<file path="src/rtl/gcra_pkg.sv">
// gcra_pkg: shared types, codes and widths for the gcra rate limiter table
// used by gcra_ctrl, gcra_dp and gcra_rate_limiter_table_top; no dependencies
`default_nettype none

package gcra_pkg;

  localparam int LABELS_DEF = 16;
  localparam int SCALE_DEF  = 1000000;

  localparam int CMD_W     = 2;
  localparam int LABEL_W   = 4;
  localparam int TIME_W    = 63;
  localparam int COUNT_W   = 63;
  localparam int PLEN_W    = 64;
  localparam int STATUS_W  = 3;
  localparam int DIV_STEPS = TIME_W;
  localparam int DIV_CNT_W = $clog2(DIV_STEPS);

  localparam logic [CMD_W-1:0] CMD_DEFINE  = 2'd0;
  localparam logic [CMD_W-1:0] CMD_REQUEST = 2'd1;
  localparam logic [CMD_W-1:0] CMD_CLEAR   = 2'd2;

  typedef enum logic [STATUS_W-1:0] {
    STAT_DEFINED  = 3'd0,
    STAT_ALLOWED  = 3'd1,
    STAT_EXCEEDED = 3'd2,
    STAT_NOTHING  = 3'd3,
    STAT_NO_SPEC  = 3'd4,
    STAT_BAD_SPEC = 3'd5,
    STAT_CLEARED  = 3'd6
  } status_t;

  typedef enum logic [1:0] {
    WR_NONE,
    WR_ZERO,
    WR_DEFINE,
    WR_ADMIT
  } wr_op_t;

  typedef enum logic [3:0] {
    S_SWEEP,
    S_IDLE,
    S_LOOK,
    S_DECIDE,
    S_MUL_HI,
    S_DIV_INIT,
    S_DIV,
    S_SUM,
    S_NEED,
    S_JUDGE,
    S_DONE
  } state_t;

  typedef struct packed {
    logic    sweep;
    logic    load;
    logic    raise;
    logic    mul_lo;
    logic    mul_hi;
    logic    div_init;
    logic    div_step;
    logic    chk_sum;
    logic    chk_need;
    logic    finish;
    wr_op_t  wr_op;
    status_t status;
  } dp_ctrl_t;

  typedef struct packed {
    logic sweep_last;
    logic is_clear;
    logic is_define;
    logic bad_spec;
    logic no_spec;
    logic small_limit;
    logic div_last;
    logic cost_zero;
    logic fits;
  } dp_stat_t;

endpackage

`default_nettype wire

</file>
<file path="src/rtl/gcra_ctrl.sv">
// gcra_ctrl: command sequencer for the gcra rate limiter table
// uses gcra_pkg; steers gcra_dp and owns the channel handshakes
`default_nettype none

module gcra_ctrl (
  input  wire logic               clk,
  input  wire logic               rst_n,
  input  wire logic               in_valid,
  output logic                    in_stall,
  output logic                    out_valid,
  input  wire logic               out_stall,
  output gcra_pkg::dp_ctrl_t      ctrl,
  input  wire gcra_pkg::dp_stat_t stat
);

  gcra_pkg::state_t  state_r,  state_nxt;
  gcra_pkg::wr_op_t  wr_op_r,  wr_op_nxt;
  gcra_pkg::status_t status_r, status_nxt;
  logic              out_valid_r, out_valid_nxt;

  always_ff @(posedge clk) begin
    if (!rst_n) begin
      state_r     <= gcra_pkg::S_SWEEP;
      wr_op_r     <= gcra_pkg::WR_NONE;
      status_r    <= gcra_pkg::STAT_DEFINED;
      out_valid_r <= 1'b0;
    end else begin
      state_r     <= state_nxt;
      wr_op_r     <= wr_op_nxt;
      status_r    <= status_nxt;
      out_valid_r <= out_valid_nxt;
    end
  end

  always_comb begin
    state_nxt  = state_r;
    wr_op_nxt  = wr_op_r;
    status_nxt = status_r;
    ctrl       = '0;
    case (state_r)
      gcra_pkg::S_SWEEP: begin
        ctrl.sweep = 1'b1;
        if (stat.sweep_last) begin
          state_nxt = gcra_pkg::S_IDLE;
        end
      end
      gcra_pkg::S_IDLE: begin
        if (in_valid) begin
          ctrl.load = 1'b1;
          state_nxt = gcra_pkg::S_LOOK;
        end
      end
      gcra_pkg::S_LOOK: begin
        ctrl.raise = 1'b1;
        if (stat.is_clear) begin
          wr_op_nxt  = gcra_pkg::WR_ZERO;
          status_nxt = gcra_pkg::STAT_CLEARED;
          state_nxt  = gcra_pkg::S_DONE;
        end else begin
          state_nxt = gcra_pkg::S_DECIDE;
        end
      end
      gcra_pkg::S_DECIDE: begin
        state_nxt = gcra_pkg::S_DONE;
        wr_op_nxt = gcra_pkg::WR_NONE;
        if (stat.bad_spec) begin
          status_nxt = gcra_pkg::STAT_BAD_SPEC;
        end else if (stat.no_spec) begin
          status_nxt = gcra_pkg::STAT_NO_SPEC;
        end else if (stat.is_define) begin
          wr_op_nxt  = gcra_pkg::WR_DEFINE;
          status_nxt = gcra_pkg::STAT_DEFINED;
        end else if (stat.small_limit) begin
          status_nxt = gcra_pkg::STAT_NOTHING;
        end else begin
          ctrl.mul_lo = 1'b1;
          state_nxt   = gcra_pkg::S_MUL_HI;
        end
      end
      gcra_pkg::S_MUL_HI: begin
        ctrl.mul_hi = 1'b1;
        state_nxt   = gcra_pkg::S_DIV_INIT;
      end
      gcra_pkg::S_DIV_INIT: begin
        ctrl.div_init = 1'b1;
        state_nxt     = gcra_pkg::S_DIV;
      end
      gcra_pkg::S_DIV: begin
        ctrl.div_step = 1'b1;
        if (stat.div_last) begin
          state_nxt = gcra_pkg::S_SUM;
        end
      end
      gcra_pkg::S_SUM: begin
        ctrl.chk_sum = 1'b1;
        state_nxt    = gcra_pkg::S_NEED;
      end
      gcra_pkg::S_NEED: begin
        ctrl.chk_need = 1'b1;
        state_nxt     = gcra_pkg::S_JUDGE;
      end
      gcra_pkg::S_JUDGE: begin
        state_nxt = gcra_pkg::S_DONE;
        if (!stat.cost_zero && stat.fits) begin
          wr_op_nxt  = gcra_pkg::WR_ADMIT;
          status_nxt = gcra_pkg::STAT_ALLOWED;
        end else begin
          wr_op_nxt  = gcra_pkg::WR_NONE;
          status_nxt = stat.cost_zero ? gcra_pkg::STAT_NOTHING : gcra_pkg::STAT_EXCEEDED;
        end
      end
      gcra_pkg::S_DONE: begin
        if (!out_valid_r || !out_stall) begin
          ctrl.finish = 1'b1;
          ctrl.wr_op  = wr_op_r;
          ctrl.status = status_r;
          state_nxt   = gcra_pkg::S_IDLE;
        end
      end
      default: begin
        state_nxt = gcra_pkg::S_IDLE;
      end
    endcase
  end

  assign out_valid_nxt = ctrl.finish || (out_valid_r && out_stall);
  assign out_valid     = out_valid_r;
  assign in_stall      = (state_r != gcra_pkg::S_IDLE);

endmodule

`default_nettype wire
</file>
<file path="config.mk">
export PLATFORM = sky130hd
export DESIGN_NAME = gcra_ctrl
export DESIGN_NICKNAME = d
export VERILOG_FILES = /design/src/rtl/gcra_pkg.sv /design/src/rtl/gcra_ctrl.sv
export SDC_FILE = /design/constraint.sdc
export NUM_CORES = 1
export LEC_CHECK = 0
export BUFFER_PORTS_ARGS = -buffer_cell sky130_fd_sc_hd__buf_2
export CAP_MARGIN = 20
export CORE_MARGIN = 3
export CORE_UTILIZATION = 50
export DETAILED_ROUTE_END_ITERATION = 6
export PLACE_DENSITY = 0.8
export REMOVE_ABC_BUFFERS = 1
export SLEW_MARGIN = 20
export SYNTH_ARGS = -nofsm -noshare
export SYNTH_HDL_FRONTEND = slang
export SYNTH_SLANG_ARGS = --single-unit
</file>
<file path="constraint.sdc">
create_clock -name clk -period 2 [get_ports clk]
set_input_delay 0.4 -clock clk [delete_from_list [all_inputs] [get_ports clk]]
set_output_delay 0.4 -clock clk [all_outputs]
set_load 0.01 [all_outputs]
</file>
### After elaboration in Yosys (flattened, before gate mapping)

Index checks and enable logic that the tools add are counted.

* $add $sub $neg: 0
* $mul: 0
* divide/modulo/power cells: 0
* magnitude comparators: 0
* equal/unequal tests: 17
* shifts and indexed selects: 0
* muxes and demuxes: 40
* bitwise operators: 0
* reductions and logical operators: 12

Operators with widths (number)
* $pmux W4 S11: 1
* $mux W4: 9
* $eq A4 B3 Y1 const B: 4
* $mux W1: 15
* $mux W3: 5
* $eq A4 B4 Y1 const B: 3
* $mux W2: 6
* $mux W6: 2
* $ne A2 B2 Y1 const B: 5
* $pmux W3 S3: 1
* $eq A4 B2 Y1 const B: 2
* $pmux W2 S3: 1
* $ne A5 B5 Y1 const B: 1
* $eq A4 B1 Y1 const B: 1
* $logic_not A4 Y1: 1
* $ne A4 B1 Y1 const B: 1
* $reduce_and A4 Y1: 1
* $logic_not A1 Y1: 3
* $reduce_and A3 Y1: 1
* $reduce_bool A3 Y1: 1
* $logic_and A1 B1 Y1: 2
* $logic_or A1 B1 Y1: 2
* $reduce_and A2 Y1: 1

* bits in registers: 10
* bits in latches: 0
* RAM bits: 0
* ROM bits: 0
* input port bits: 13
* memories: 0

### Longest topological paths before layout

* word-level depth: 5
* gate-level depth with buffers: 6
* gate-level depth less buffers: 4

### Worst setup path before layout

No wires, ideal clock.

* kind: register to output
* from: reg state_r[0]
* to: out ctrl[0] (netlist bit)
* arrival: 1170 ps
* required time: 1600 ps
* setup slack: 430 ps
* cell stages (with the launch flop): 5
* buffers on the path: 1
* path through: dfxtp_1 > clkbuf_2 > nand2b_1 > nor3b_2 > and2_1

RTL lines
* from (decl): line gcra_ctrl.sv:16 `gcra_pkg::state_t state_r, state_nxt;`
* from (signal assigned): line gcra_ctrl.sv:23 `state_r <= gcra_pkg::S_SWEEP;`
* from (signal assigned): line gcra_ctrl.sv:28 `state_r <= state_nxt;`
* to (decl): line gcra_ctrl.sv:12 `output gcra_pkg::dp_ctrl_t ctrl,`

==> Flow_metrics.wiki <==
{| class="wikitable"
! Metric !! Value
|-
| Height of the die || about 46 um
|-
| Portion of synthesized cell area occupied by the leading cell type || 25.5%
|-
| Transition at the pin with the smallest max-transition slack || approximately 0.43 ns
|-
| CP Class || flip-flop to output pin
|-
| Reg2Reg Launch Point || state_r[2]
|-
| Total die area || between 2000 and 2500 um^2
|-
| Leakage component of the power || approximately 0.44 nW
|-
| Critical path data required time || 1.60 ns
|-
| Cell area after technology mapping || a little under 800 um^2
|-
| Sink Count || 10
|-
| Highest net fanout along the worst path || 7
|-
| Antenna Diode Count || 0
|-
| Cell variety after synth || 39
|-
| Combinational share of power || between 40% and 50%
|-
| Die extent in x || about 46 um
|-
| Avg WL per Cell || between 10 and 15 um
|-
| Floorplan core area || roughly 1400 um^2
|-
| Power per standard cell area || ~1000 nW/um^2
|-
| Fraction of layout instances using a drive strength above 1 || 35.3%
|-
| Number of top-level pins || 30
|-
| Average size of a mapped cell || about 7.5 um^2
|-
| Fraction of the yosys area taken by sequential cells || approximately a quarter
|-
| Count of final hold-check violations || 0
|-
| Global placer's final weighted congestion || just under 0.9
|-
| Final sum of negative setup slack || 0 ns
|-
| Data arrival time of the worst path || 1.51 ns
|-
| Root Buffer Master || clkbuf_4
|-
| Max Root-Sink Buffers || 2
|-
| Post-detailed-route DRC marker count || 0
|-
| Highest-delay cell along the critical path || dfxtp_1
|-
| Top cells by area in the synthesized netlist || dfxtp_1 (26%), nor2_1 (6.2%), nand2b_1 (5.6%)
|-
| Top cell type by total area after synthesis || dfxtp_1
|-
| Kind of cell adding the most delay to the critical path || simple AND/OR/NAND/NOR gates
|-
| Hold path startpoint || rst_n
|-
| Area growth syn-to-layout || 27.3%
|-
| Maximum number of pins on one net before global-route repair || 19
|-
| Worst Hold Class || input pin to flip-flop
|-
| First-pass GRT wire length || approximately 3.3 mm
|-
| EDFF count, synth || 0
|-
| Number of maximum-capacitance constraint violations || 0
|-
| I/O Buffers || 29
|-
| Most frequent cell after synthesis || nor2_1
|-
| Switching power || ~410 uW
|-
| Highest achievable clock rate || roughly 520 MHz
|-
| Global-route usage over all layers || ~22%
|-
| Via density || 5.80
|-
| Post-route total power || between 1 and 1.5 mW
|-
| Final setup vio count || 0
|-
| Dominant synthesized flop cell || dfxtp_1
|-
| Cells along the critical path || buf_4 -> nor2_1 -> and4_4 -> buf_2
|-
| Clock transition at the register clock pins on the worst setup and hold paths after CTS || about 0.06 ns
|-
| Most instantiated cells after synthesis || nor2_1 (13), dfxtp_1 (10), o21ai_0 (8), nand2_1 (7), nand2b_1 (7)
|-
| Remaining antenna violation count || 0
|-
| Initial antenna violation count || 0
|-
| Period utilization || between 90% and 100%
|-
| Number of global-route vias before repair || ~750
|-
| Critical path capture point type || output pin
|-
| Post-route clock skew || approximately 0.0071 ns
|-
| Post-Synthesis Cells || ~110
|-
| Net count reported at finish || 150
|-
| Share of total power in sequential cells || about a third
|-
| CTS tree || done
|-
| Switching power share of the total || 41.3%
|-
| Cell Rows || 13
|-
| Sum of buffers and inverters on the critical path || 2
|-
| Clock latency on the worst-skew pair || between 0.2 and 0.3 ns
|-
| Maximum cell stage delay along the critical path || approximately 0.38 ns
|-
| Total wirelength of the detailed-routed design || between 2 and 2.5 mm
|-
| Worst slew margin relative to its limit || just over 70%
|-
| Effective utilization at floorplan || between 50% and 60%
|-
| Post-synthesis async set-or-reset flop share || 0%
|-
| Status || complete, no violations
|-
| Number of warnings reported in the yosys synthesis log || 0
|-
| Final period demand of the worst path || 1.91 ns
|-
| P_int || slightly below 600 uW
|-
| DR pass1 iterations || 4
|-
| Source of the critical timing path || state_r[2]
|-
| Hpwl dp || 1.62 mm
|-
| Total congestion overflow || 0
|-
| Clock network power share || a little under a fifth
|-
| H-tree levels || 1
|-
| Max-slew violation count || 0
|-
| Crit start category || flip-flop
|-
| Number of buffers created by CTS || 3
|-
| DR iter-0 viols || 21
|-
| Worst VDD drop || between 0.0006 and 0.0007 V
|-
| Overall via count from detail_route || between 800 and 900
|-
| FF+latch count, synth || 10
|-
| RSZ-0062 raised after global routing || no
|}
stage by stage:
step | hold slack, ns | std cells | instance area, um^2 | utilization [%] | worst slack, ns
CTS | 0.441 | 151 | 992 | 71.8 | 0.0424
global route | 0.443 | 151 | 998 | 72.2 | 0.00526
finish | 0.445 | 151 | 998 | 72.2 | 0.0874
detailed placement | 0.454 | 147 | 948 | 68.6 | 0.230
global placement | 0.441 | 147 | 948 | 68.6 | 0.312
floorplan | 0.430 | 98 | 747 | - | 0.315
registers in the layout (all words and copies together), names as in the netlist:
| signal | count |
|---|---|
| out_valid | 1 |
| state_r | 4 |
| status_r | 3 |
| wr_op_r | 2 |
kinds of logic after synthesis:
| kind of cell | Yosys count | share of synthesized area (%) |
|---|---|---|
| muxes | 2 | 2.55 |
| buffers and inverters | 9 | 5.74 |
| DFF | 10 | 25.5 |
| AOI/OAI and AO/OA | 28 | 24.4 |
| and+or+nand+nor | 56 | 41.8 |
cells in the final DEF, fill, tap and decap left out, types with 2 or more instances in the layout:
cell type   n
mux2i_1     2
a21oi_1     6
nor2_1     13
clkbuf_4    3
o21ai_0     8
nand2b_1    6
inv_1       2
nor4_1      2
dfxtp_1     8
buf_2      29
nor3_1      4
o211ai_1    2
and2_1      6
nand2_1     7
nor2b_1     5
buf_4       5
nand4_1     2
final cells by class:
type                            instances  area (um^2)
Sequential cell                        10          205
Timing Repair Buffer                   34          183
Clock buffer                            4         36.3
Fill cell                             122          384
Tap cell                               15         18.8
Inverter                                2         7.51
Multi-Input combinational cell         86          548
power groups by stage:
stage | logic [mW] | clock network, mW | registers [mW]
2_1_floorplan | 0.311 | 0 | 0.325
4_1_cts | 0.488 | 0.188 | 0.313
3_5_place_dp | 0.480 | 0 | 0.316
5_1_grt | 0.549 | 0.203 | 0.333
3_3_place_gp | 0.476 | 0 | 0.309
6_report | 0.493 | 0.187 | 0.323
final timing paths:
| check | cells after the start | slack, ns | end |
|---|---|---|---|
| setup / recovery | 4 | 0.09 | ctrl[11] |
| hold / removal | 2 | 0.45 | status_r[1] |
| setup reg to reg | 5 | 0.44 | state_r[0] |
| hold reg to reg | 2 | 0.46 | status_r[0] |
metal layers:
metal  wire length (um)  track usage, %  part of all wire (%)  vias up
met5                  0               0                     0        -
met4                 42            10.5                   2.1        0
met2                892            31.5                    44       33
li1                   -               -                     -      440
met1                943            31.0                    47      399
met3                146            4.74                   7.2        4
what timing repair did:
| item | CTS | global route |
|---|---|---|
| setup endpoints to repair | 5 | 5 |
| buffers inserted | 0 | 0 |
| resized for setup | 2 | 3 |
| hold buffers | 0 | 0 |
| pin swaps | 0 | 1 |
Note: power is estimated with default switching activity, not from simulation.
